$ cat src/sv/mdic_pkg.sv
// Shared types and constants for the mixed-radix index counter.
// Holds opcodes, register indexes, fixed field widths and the
// command/status structs between controller and datapath. No dependencies.
package mdic_pkg;

  localparam int NUM_OUT_DIMS  = 4;
  localparam int OUT_IDX_W     = 16;
  localparam int CFG_IDX_W     = 3;
  localparam int CFG_DATA_W    = 16;
  localparam int RANK_W        = 3;
  localparam int OPCODE_W      = 2;
  localparam int PORT_ADDEND_W = 32;
  localparam int LIN_W         = 64;

  localparam logic [OPCODE_W-1:0] OP_CLEAR = 2'd0;
  localparam logic [OPCODE_W-1:0] OP_INC   = 2'd1;
  localparam logic [OPCODE_W-1:0] OP_ADD   = 2'd2;

  localparam logic [CFG_IDX_W-1:0] CFG_RANK       = 3'd0;
  localparam logic [CFG_IDX_W-1:0] CFG_DIM_SIZE_0 = 3'd1;

  typedef struct packed {
    logic load;
    logic exec;
    logic div_start;
    logic div_step;
    logic wb;
    logic wrap;
    logic out_load;
  } mdic_cmd_t;

  typedef struct packed {
    logic is_adv;
    logic carry_zero;
    logic digits_left;
    logic div_last;
  } mdic_status_t;

endpackage

$ cat src/sv/mdic_ctrl.sv
// Sequencing state machine of the mixed-radix index counter.
// Drives datapath commands and the input/result handshakes.
// Depends on mdic_pkg.
module mdic_ctrl
  import mdic_pkg::*;
(
  input  logic         clk,
  input  logic         rst_n,
  input  logic         in_valid,
  output logic         in_ready,
  output logic         out_valid,
  input  logic         out_ready,
  input  mdic_status_t status,
  output mdic_cmd_t    cmd
);

  typedef enum logic [2:0] {
    S_IDLE,
    S_EXEC,
    S_SCAN,
    S_DIV,
    S_WB,
    S_OUT
  } state_t;

  state_t state_r, state_nxt;
  logic   out_valid_r, out_valid_nxt;

  always_comb begin
    state_nxt     = state_r;
    out_valid_nxt = out_valid_r;
    cmd           = '0;
    if (out_valid_r && out_ready) begin
      out_valid_nxt = 1'b0;
    end
    case (state_r)
      S_IDLE: begin
        if (in_valid) begin
          cmd.load  = 1'b1;
          state_nxt = S_EXEC;
        end
      end
      S_EXEC: begin
        cmd.exec  = 1'b1;
        state_nxt = status.is_adv ? S_SCAN : S_OUT;
      end
      S_SCAN: begin
        if (status.carry_zero) begin
          state_nxt = S_OUT;
        end else if (!status.digits_left) begin
          // Carry left the outermost dimension.
          cmd.wrap  = 1'b1;
          state_nxt = S_OUT;
        end else begin
          cmd.div_start = 1'b1;
          state_nxt     = S_DIV;
        end
      end
      S_DIV: begin
        cmd.div_step = 1'b1;
        if (status.div_last) begin
          state_nxt = S_WB;
        end
      end
      S_WB: begin
        cmd.wb    = 1'b1;
        state_nxt = S_SCAN;
      end
      S_OUT: begin
        if (!out_valid_r || out_ready) begin
          cmd.out_load  = 1'b1;
          out_valid_nxt = 1'b1;
          state_nxt     = S_IDLE;
        end
      end
      default: begin
        state_nxt = S_IDLE;
      end
    endcase
  end

  always_ff @(posedge clk) begin
    if (!rst_n) begin
      state_r     <= S_IDLE;
      out_valid_r <= 1'b0;
    end else begin
      state_r     <= state_nxt;
      out_valid_r <= out_valid_nxt;
    end
  end

  assign in_ready  = (state_r == S_IDLE);
  assign out_valid = out_valid_r;

endmodule

$ cat src/sv/mdic_dpath.sv
// Datapath of the mixed-radix index counter: digit store, linear position,
// wrap flag, bit-serial restoring divider and the result register.
// Depends on mdic_pkg; commanded by mdic_ctrl.
module mdic_dpath
  import mdic_pkg::*;
#(
  parameter int MAX_RANK     = 4,
  parameter int DIM_WIDTH    = 16,
  parameter int ADDEND_WIDTH = 32
) (
  input  logic                     clk,
  input  logic                     rst_n,
  input  mdic_cmd_t                cmd,
  output mdic_status_t             status,
  input  logic [OPCODE_W-1:0]      in_opcode,
  input  logic [PORT_ADDEND_W-1:0] in_addend,
  input  logic [RANK_W-1:0]        rank_eff,
  input  logic [CFG_DATA_W-1:0]    dim_size [NUM_OUT_DIMS],
  output logic [OUT_IDX_W-1:0]     out_index [NUM_OUT_DIMS],
  output logic [LIN_W-1:0]         out_linear_index,
  output logic                     out_in_bounds
);

  // The carry can grow by one full digit per size-one dimension it passes.
  localparam int SUM_W  = ((ADDEND_WIDTH > DIM_WIDTH) ? ADDEND_WIDTH : DIM_WIDTH) + 3;
  localparam int DPTR_W = (MAX_RANK > 1) ? $clog2(MAX_RANK) : 1;
  localparam int CNT_W  = $clog2(SUM_W);
  localparam int LIN_EXT_W = LIN_W + 1;

  logic [OPCODE_W-1:0]     op_r;
  logic [ADDEND_WIDTH-1:0] addend_r;
  logic [DIM_WIDTH-1:0]    digit_r [MAX_RANK];
  logic [LIN_W-1:0]        lin_r;
  logic                    wrapped_r;
  logic [SUM_W-1:0]        carry_r;
  logic [DPTR_W-1:0]       dptr_r;
  logic                    left_r;
  logic [CNT_W-1:0]        cnt_r;
  logic [DIM_WIDTH-1:0]    divisor_r;
  logic [DIM_WIDTH-1:0]    rem_r;
  logic [SUM_W-1:0]        quo_r;
  logic [OUT_IDX_W-1:0]    out_index_r [NUM_OUT_DIMS];
  logic [LIN_W-1:0]        out_lin_r;
  logic                    out_in_bounds_r;

  logic [DIM_WIDTH-1:0]    size_eff [MAX_RANK];
  logic [63:0]             addend_wide;
  logic [ADDEND_WIDTH-1:0] amount;
  logic [LIN_EXT_W-1:0]    lin_sum;
  logic [LIN_W-1:0]        lin_nxt;
  logic [RANK_W-1:0]       rank_m1;
  logic [DIM_WIDTH-1:0]    cur_digit;
  logic [SUM_W-1:0]        div_sum;
  logic [DIM_WIDTH:0]      trial;
  logic [DIM_WIDTH:0]      diff;
  logic                    is_adv;

  // Size of each dimension as the digit arithmetic sees it: masked to the
  // digit width, with zero read as one.
  for (genvar k = 0; k < MAX_RANK; k++) begin : g_size
    logic [31:0]          raw_w;
    logic [DIM_WIDTH-1:0] masked;
    if (k < NUM_OUT_DIMS) begin : g_cfg
      assign raw_w = 32'(dim_size[k]);
    end else begin : g_fix
      assign raw_w = 32'd1;
    end
    assign masked      = raw_w[DIM_WIDTH-1:0];
    assign size_eff[k] = (masked == '0) ? DIM_WIDTH'(1) : masked;
  end

  assign is_adv      = (op_r == OP_INC) || (op_r == OP_ADD);
  assign addend_wide = 64'(in_addend);
  assign amount      = (op_r == OP_INC) ? ADDEND_WIDTH'(1) : addend_r;
  assign lin_sum     = {1'b0, lin_r} + LIN_EXT_W'(amount);
  assign lin_nxt     = lin_sum[LIN_W] ? '1 : lin_sum[LIN_W-1:0];
  assign rank_m1     = rank_eff - 3'd1;
  assign cur_digit   = digit_r[dptr_r];
  assign div_sum     = SUM_W'(cur_digit) + carry_r;
  assign trial       = {rem_r, quo_r[SUM_W-1]};
  assign diff        = trial - {1'b0, divisor_r};

  assign status.is_adv      = is_adv;
  assign status.carry_zero  = (carry_r == '0);
  assign status.digits_left = left_r;
  assign status.div_last    = (cnt_r == CNT_W'(SUM_W - 1));

  // Architectural state and loop control.
  always_ff @(posedge clk) begin
    if (!rst_n) begin
      for (int k = 0; k < MAX_RANK; k++) begin
        digit_r[k] <= '0;
      end
      lin_r     <= '0;
      wrapped_r <= 1'b0;
      carry_r   <= '0;
      dptr_r    <= '0;
      left_r    <= 1'b0;
      cnt_r     <= '0;
    end else begin
      if (cmd.exec) begin
        if (op_r == OP_CLEAR) begin
          for (int k = 0; k < MAX_RANK; k++) begin
            digit_r[k] <= '0;
          end
          lin_r     <= '0;
          wrapped_r <= 1'b0;
        end else if (is_adv) begin
          lin_r   <= lin_nxt;
          carry_r <= SUM_W'(amount);
          dptr_r  <= rank_m1[DPTR_W-1:0];
          left_r  <= 1'b1;
        end
      end
      if (cmd.wrap) begin
        wrapped_r <= 1'b1;
      end
      if (cmd.div_start) begin
        cnt_r <= '0;
      end else if (cmd.div_step) begin
        cnt_r <= cnt_r + CNT_W'(1);
      end
      if (cmd.wb) begin
        digit_r[dptr_r] <= rem_r;
        carry_r         <= quo_r;
        if (dptr_r == '0) begin
          left_r <= 1'b0;
        end else begin
          dptr_r <= dptr_r - DPTR_W'(1);
        end
      end
    end
  end

  // Item latch and divider working registers.
  always_ff @(posedge clk) begin
    if (cmd.load) begin
      op_r     <= in_opcode;
      addend_r <= addend_wide[ADDEND_WIDTH-1:0];
    end
    if (cmd.div_start) begin
      divisor_r <= size_eff[dptr_r];
      rem_r     <= '0;
      quo_r     <= div_sum;
    end else if (cmd.div_step) begin
      rem_r <= diff[DIM_WIDTH] ? trial[DIM_WIDTH-1:0] : diff[DIM_WIDTH-1:0];
      quo_r <= {quo_r[SUM_W-2:0], ~diff[DIM_WIDTH]};
    end
  end

  // Result register; inactive dimensions report zero.
  for (genvar k = 0; k < NUM_OUT_DIMS; k++) begin : g_out
    logic [OUT_IDX_W-1:0] val;
    if (k < MAX_RANK) begin : g_act
      logic [31:0] digit_w;
      assign digit_w = 32'(digit_r[k]);
      assign val = (RANK_W'(k) < rank_eff) ? digit_w[OUT_IDX_W-1:0] : '0;
    end else begin : g_off
      assign val = '0;
    end
    always_ff @(posedge clk) begin
      if (cmd.out_load) begin
        out_index_r[k] <= val;
      end
    end
    assign out_index[k] = out_index_r[k];
  end

  always_ff @(posedge clk) begin
    if (cmd.out_load) begin
      out_lin_r       <= lin_r;
      out_in_bounds_r <= ~wrapped_r;
    end
  end

  assign out_linear_index = out_lin_r;
  assign out_in_bounds    = out_in_bounds_r;

`ifndef SYNTHESIS
  // A division runs exactly one step per quotient bit before write-back.
  a_div_length: assert property (@(posedge clk) disable iff (!rst_n)
    cmd.div_start |-> ##(SUM_W + 1) cmd.wb)
    else $error("divider did not finish in the expected number of steps");

  // The remainder written back is always a legal digit for its dimension.
  a_rem_legal: assert property (@(posedge clk) disable iff (!rst_n)
    cmd.wb |-> (rem_r < divisor_r))
    else $error("remainder not below divisor at write-back");
`endif

endmodule

$ cat src/sv/multi_dim_index_counter_top.sv
// Top level of the mixed-radix N-dimensional index counter.
// Holds the configuration registers and joins mdic_ctrl with mdic_dpath.
// Depends on mdic_pkg, mdic_ctrl and mdic_dpath.

// The block keeps an index of up to MAX_RANK dimensions as a mixed-radix
// number, the last active dimension innermost, plus a saturating 64-bit
// linear position and a sticky wrap flag reported as in_bounds. Each input
// transfer yields exactly one result transfer carrying the state after the
// update. A clear or the unused opcode goes from idle through an execute
// step to the output step, where the result is loaded into the result
// register. An increment or add goes from idle through execute and then,
// for each dimension the carry reaches (at most the active rank), through
// a scan, the division steps and a write-back, with a last scan before
// the output step. S = max(ADDEND_WIDTH, DIM_WIDTH) + 3 is the width of
// the shared restoring divider, which retires one quotient bit per cycle.
// With the default parameters S is 35.
// One item is in flight at a time; the result register lets the next input
// transfer start while the previous result still waits, and an item only
// stalls in its last cycle until that earlier result has transferred. The
// configuration port is always ready and must only be written while the
// block is idle.
module multi_dim_index_counter_top
  import mdic_pkg::*;
#(
  parameter int MAX_RANK     = 4,
  parameter int DIM_WIDTH    = 16,
  parameter int ADDEND_WIDTH = 32
) (
  input  logic                     clk,
  input  logic                     rst_n,
  // Input item channel.
  input  logic                     in_valid,
  output logic                     in_ready,
  input  logic [OPCODE_W-1:0]      in_opcode,
  input  logic [PORT_ADDEND_W-1:0] in_addend,
  // Result channel.
  output logic                     out_valid,
  input  logic                     out_ready,
  output logic [OUT_IDX_W-1:0]     out_index_0,
  output logic [OUT_IDX_W-1:0]     out_index_1,
  output logic [OUT_IDX_W-1:0]     out_index_2,
  output logic [OUT_IDX_W-1:0]     out_index_3,
  output logic [LIN_W-1:0]         out_linear_index,
  output logic                     out_in_bounds,
  // Configuration write channel.
  input  logic                     cfg_valid,
  output logic                     cfg_ready,
  input  logic [CFG_IDX_W-1:0]     cfg_index,
  input  logic [CFG_DATA_W-1:0]    cfg_wdata
);

  logic [RANK_W-1:0]     rank_r;
  logic [CFG_DATA_W-1:0] dim_size_r [NUM_OUT_DIMS];
  logic [RANK_W-1:0]     rank_eff;
  logic [OUT_IDX_W-1:0]  out_index [NUM_OUT_DIMS];
  logic                  cfg_write;
  mdic_cmd_t             cmd;
  mdic_status_t          status;

  // Configuration writes are accepted every cycle.
  assign cfg_ready = 1'b1;
  assign cfg_write = cfg_valid && cfg_ready;

  // The rank register keeps its three written bits; the counter clamps it
  // to one or MAX_RANK when it is out of range. Writes to indexes past the
  // last dimension size are dropped.
  always_ff @(posedge clk) begin
    if (!rst_n) begin
      rank_r <= RANK_W'(1);
      for (int k = 0; k < NUM_OUT_DIMS; k++) begin
        dim_size_r[k] <= CFG_DATA_W'(1);
      end
    end else if (cfg_write) begin
      if (cfg_index == CFG_RANK) begin
        rank_r <= cfg_wdata[RANK_W-1:0];
      end
      for (int k = 0; k < NUM_OUT_DIMS; k++) begin
        if (cfg_index == CFG_DIM_SIZE_0 + CFG_IDX_W'(k)) begin
          dim_size_r[k] <= cfg_wdata;
        end
      end
    end
  end

  always_comb begin
    if (rank_r == '0) begin
      rank_eff = RANK_W'(1);
    end else if (rank_r > RANK_W'(MAX_RANK)) begin
      rank_eff = RANK_W'(MAX_RANK);
    end else begin
      rank_eff = rank_r;
    end
  end

  mdic_ctrl u_ctrl (
    .clk       (clk),
    .rst_n     (rst_n),
    .in_valid  (in_valid),
    .in_ready  (in_ready),
    .out_valid (out_valid),
    .out_ready (out_ready),
    .status    (status),
    .cmd       (cmd)
  );

  mdic_dpath #(
    .MAX_RANK     (MAX_RANK),
    .DIM_WIDTH    (DIM_WIDTH),
    .ADDEND_WIDTH (ADDEND_WIDTH)
  ) u_dpath (
    .clk              (clk),
    .rst_n            (rst_n),
    .cmd              (cmd),
    .status           (status),
    .in_opcode        (in_opcode),
    .in_addend        (in_addend),
    .rank_eff         (rank_eff),
    .dim_size         (dim_size_r),
    .out_index        (out_index),
    .out_linear_index (out_linear_index),
    .out_in_bounds    (out_in_bounds)
  );

  assign out_index_0 = out_index[0];
  assign out_index_1 = out_index[1];
  assign out_index_2 = out_index[2];
  assign out_index_3 = out_index[3];

`ifndef SYNTHESIS
  // Once an item is taken, the block is busy with it in the next cycle.
  a_busy_after_accept: assert property (@(posedge clk) disable iff (!rst_n)
    (in_valid && in_ready) |=> !in_ready)
    else $error("input accepted again while an item is in progress");

  // A new result only appears at the end of an item's processing.
  a_result_from_item: assert property (@(posedge clk) disable iff (!rst_n)
    $rose(out_valid) |-> $past(!in_ready))
    else $error("result presented without an item in progress");
`endif

endmodule
$ cat config.mk
export PLATFORM = sky130hd
export DESIGN_NAME = multi_dim_index_counter_top
export DESIGN_NICKNAME = d
export VERILOG_FILES = /design/src/sv/mdic_pkg.sv /design/src/sv/mdic_ctrl.sv /design/src/sv/mdic_dpath.sv /design/src/sv/multi_dim_index_counter_top.sv
export SDC_FILE = /design/constraint.sdc
export NUM_CORES = 1
export LEC_CHECK = 0
export BUFFER_PORTS_ARGS = -buffer_cell sky130_fd_sc_hd__clkbuf_2
export CAP_MARGIN = 20
export CORE_MARGIN = 1
export CORE_UTILIZATION = 40
export CTS_CLUSTER_SIZE = 40
export DETAILED_ROUTE_END_ITERATION = 6
export GPL_ROUTABILITY_DRIVEN = 0
export GPL_TIMING_DRIVEN = 0
export PLACE_DENSITY = 0.62
export SLEW_MARGIN = 20
export SYNTH_ARGS = -nofsm -noshare
export SYNTH_HDL_FRONTEND = slang
export SYNTH_SLANG_ARGS = --single-unit
$ cat constraint.sdc
create_clock -name clk -period 12.3 [get_ports clk]
set_clock_uncertainty 0.15 [all_clocks]
set_input_delay 2.46 -clock clk [delete_from_list [all_inputs] [get_ports clk]]
set_output_delay 2.46 -clock clk [all_outputs]
set_load 0.01 [all_outputs]
==> flow_summary.toml <==
[floorplanning]
dieWidth_microns = 240
row_count = 86
die_area_sq_um = 57600
ios = 190
fp.coreArea_sq_um = 55500
die_y_microns = 240
initial_core_util = 0.408

[synth]
syn_area_sq_um = 22700
syn_inst = 2196
yosysSeqAreaShare = 0.542
ys_warn_count = 0
synth_seq_cells = 474
synth_cell_types = 79
ys.flop_type = "edfxtp_1"
synth-edff-count = 278
synthArstFlopShare = 0
synth_fp_nets = 2326
synth_area_per_cell_sq_um = 10.3

[critical_path]
cp.depth = 16
crit_slowest_cell = "nor2_1"
r2r-start = "u_dpath.dptr_r[1]"
critPathLaunchType = "flop"
path_delay_family = "buffers and inverters"
critPathMaxFanout = 10
worstReg2RegEnd = "u_dpath.quo_r[34]"
reg2reg_depth = 16
cp.arrival_ns = 5.53
crit_path_cell_trace = "clkbuf_1 > clkbuf_1 > buf_1 > mux4_2 > ha_1 > inv_1 > fa_1 > nor2b_1 > o21a_1 > o21ai_0 > a211o_1 > a21oi_1 > nor2_1 > nor4b_1 > xnor2_1 > o21ai_0"
required_ns = 12.47
critPathCapture = "u_dpath.quo_r[34]"
crit_path_end_kind = "flop"
crit_buf_inv = 4
crit_type = "reg2reg"
reg2reg_slack_ns = 6.94
crit_start = "u_dpath.dptr_r[1]"
slowest_delay_ns = 0.73

[clock_network]
clk_pin_slew_ns = 0.06
postCtsSetupBuffers = 0
hold_buffers = 0
clockBufferDepth = 3
clock-sinks = 474
cts_max_level = 2
post_cts_resized = 0
numCtsBuffers = 52
clk_latency_ns = 0.60
cts_tree = "built"
root_buffer = "clkbuf_16"

[routing]
drt_first_iter_violations = 1518
drc = 0
routed_wl_mm = 64.7
routed_via_density = 5.51
dr.pass1.iters = 6
via_count = 17800
antenna_left = 0
avgRoutedWirePerCell_microns = 20.0

[sta]
report.final.hold_viol_count = 0
drv_slew = 0
worst_pin_slew_ns = 1.08
period_minus_slack_ns = 5.36
finalSetupTns_ns = 0
period_share = 0.436
slew_headroom = 0.278
setup_viol = 0
max_freq_mhz = 186
rsz0062_at_grt = "no"

[global_routing]
grt_pass1_wl_mm = 99.0
grt_pass1_vias = 17200
grt_use_met3 = 0.0253
grt_most_used_layer = "met2"
overflow = 0
grt_start_max_net_pins = 31
gr-usage-met2 = 0.365
grtUsageMet1 = 0.301
antenna_found_initial = 0
grt_usage = 0.223

[layout]
n_antenna_cell = 0
instances_no_fill = 3238
final_nets = 2577
syn2layout_area_growth_pct = 16.5
layout-drive-gt1-share = 0.138
fillCellCount = 5240
seq_area_sq_um = 12300
multiInputGateArea_sq_um = 9720

[placement]
dp_hpwl_mm = 48.4
port_buffers = 188
post-place-cells = 3141

[hold_path]
min_path_type = "reg2reg"

[pwr]
ir_drop_mv = 0.116
power.leakage_uw = 0.0102
power.density_nw_per_um2 = 169

[run_status]
status = "completed"

[run]
maxCapViolCount = 0
layer usage:
layer / vias to the layer above / share of wire
li1: 8459 / -
met1: 8648 / 0.44
met2: 602 / 0.47
met3: 122 / 0.054
met4: 0 / 0.035
met5: - / 0
cells by family after synthesis:
group                    after synthesis  share of synthesized area
flip-flops                           474                      0.542
multiplexers                          69                     0.0402
AND/OR/NAND/NOR                      857                      0.186
XOR/XNOR                              78                     0.0302
AO/OA/AOI/OAI                        469                      0.131
adder cells (fa/ha/maj)               72                     0.0408
buffers and inverters                176                     0.0305
other                                  1                   0.000166
state kept, by name, indices dropped and copies added (netlist names):
register / flops
dim_size_r: 64
rank_r: 3
u_ctrl.out_valid: 1
u_ctrl.state_r: 3
u_dpath.addend_r: 32
u_dpath.carry_r: 35
u_dpath.cnt_r: 6
u_dpath.digit_r: 64
u_dpath.divisor_r: 16
u_dpath.dptr_r: 2
u_dpath.left_r: 1
u_dpath.lin_r: 64
u_dpath.op_r: 2
u_dpath.out_in_bounds: 1
u_dpath.out_index_r: 64
u_dpath.out_linear_index: 64
u_dpath.quo_r: 35
u_dpath.rem_r: 16
u_dpath.wrapped_r: 1
worst reg2reg max path: cells and delay by family, from the launching register on:
kind / cells / cell delay, ns
AND/OR/NAND/NOR: 3 / 0.95
AO/OA/AOI/OAI: 5 / 0.97
multiplexers: 1 / 0.48
adder cells (fa/ha/maj): 2 / 0.43
buffers and inverters: 4 / 1.60
flip-flops: 1 / 0.31
XOR/XNOR: 1 / 0.21
cells in the mapped netlist, drive strengths merged, types with 5 or more instances:
cell     number  share of area
nand2       321          0.053
edfxtp      278           0.37
dfxtp       196           0.17
a21oi       154          0.034
o21ai       126          0.028
nor2        122          0.021
clkbuf      103          0.017
and2         84          0.023
nor2b        77          0.021
nand3        70          0.016
ha           69          0.038
inv          50         0.0083
a211oi       48          0.017
mux2i        46          0.020
xnor2        40          0.015
xor2         38          0.015
nor4         35          0.010
nor3         34         0.0075
nand4        31         0.0086
a21o         28         0.0093
and3         25         0.0070
buf          22         0.0046
mux4         17          0.017
nand2b       16         0.0044
o21a         14         0.0046
a22oi        13         0.0043
o211ai       12         0.0040
or3          10         0.0030
a41oi         8         0.0031
or2           8         0.0022
a31oi         6         0.0023
and4          6         0.0023
mux2          6         0.0030
o22ai         6         0.0017
o31ai         6         0.0020
a2111oi       5         0.0028
o21bai        5         0.0017
or4           5         0.0017
per-stage QoR:
step | hold slack [ns] | cell area (sq um) | setup slack, ns | util | power, uW
after global routing | 0.324 | 26400 | 6.58 | 0.475 | 4650
after global placement | 0.299 | 24500 | 0.549 | 0.442 | 2910
final | 0.304 | 26400 | 6.94 | 0.475 | 4460
after CTS | 0.305 | 26400 | 6.97 | 0.475 | 4470
after floorplan | 0.273 | 22700 | 3.24 | - | 2620
after detailed placement | 0.295 | 24700 | 6.65 | 0.445 | 2940
final cells by class:
type | count | area share
timing repair buffer | 197 | 0.0419
clock inverter | 33 | 0.0101
tap | 748 | 0.0355
clock buffer | 64 | 0.0530
multi-input combinational | 1546 | 0.368
sequential | 474 | 0.465
buffer | 126 | 0.0191
inverter | 50 | 0.00711
layout by cell type, fill, tap and decap left out, types with 7 or more instances in the layout:
| cell type | netlist | layout |
|---|---|---|
| dfxtp_1 | 196 | 196 |
| a211oi_1 | 45 | 45 |
| a22oi_1 | 13 | 13 |
| clkinv_2 | 0 | 13 |
| o21a_1 | 14 | 14 |
| xor2_1 | 38 | 38 |
| mux4_2 | 17 | 17 |
| nand3_1 | 68 | 68 |
| mux2i_1 | 46 | 46 |
| clkbuf_2 | 3 | 191 |
| or2_2 | 8 | 8 |
| and3_1 | 24 | 24 |
| or3_1 | 9 | 9 |
| edfxtp_1 | 278 | 278 |
| nor3_1 | 34 | 33 |
| nor2_1 | 121 | 121 |
| buf_1 | 12 | 12 |
| xnor2_1 | 40 | 40 |
| o211ai_1 | 12 | 12 |
| a21oi_1 | 154 | 154 |
| nor2b_1 | 77 | 76 |
| clkbuf_1 | 100 | 108 |
| nand2b_1 | 16 | 16 |
| a21o_1 | 28 | 28 |
| nand2_1 | 321 | 320 |
| clkinv_1 | 0 | 7 |
| a41oi_1 | 8 | 8 |
| inv_1 | 50 | 50 |
| o21ai_0 | 124 | 122 |
| nand4_1 | 31 | 31 |
| and2_1 | 83 | 82 |
| ha_1 | 69 | 69 |
| nor4_1 | 34 | 34 |
| clkbuf_16 | 0 | 53 |
worst min path at each step:
stage / start / endpoint / slack [ns] / cells after the start
6_report: u_dpath.wrapped_r / u_dpath.out_in_bounds / 0.30 / 1
5_1_grt: u_dpath.lin_r[22] / u_dpath.lin_r[22] / 0.32 / 2
4_1_cts: u_dpath.wrapped_r / u_dpath.out_in_bounds / 0.31 / 1
3_5_place_dp: u_dpath.wrapped_r / u_dpath.out_in_bounds / 0.30 / 1
3_3_place_gp: u_dpath.wrapped_r / u_dpath.out_in_bounds / 0.30 / 1
2_1_floorplan: u_dpath.lin_r[58] / u_dpath.out_linear_index[58] / 0.27 / 0
power breakdown:
part           total (uW)  switching (uW)  internal [uW]
clock network        1540             661            874
logic                 935             588            348
registers            1990             133           1850
total                4460            1380           3080
Note: power is estimated with default switching activity, not from simulation.
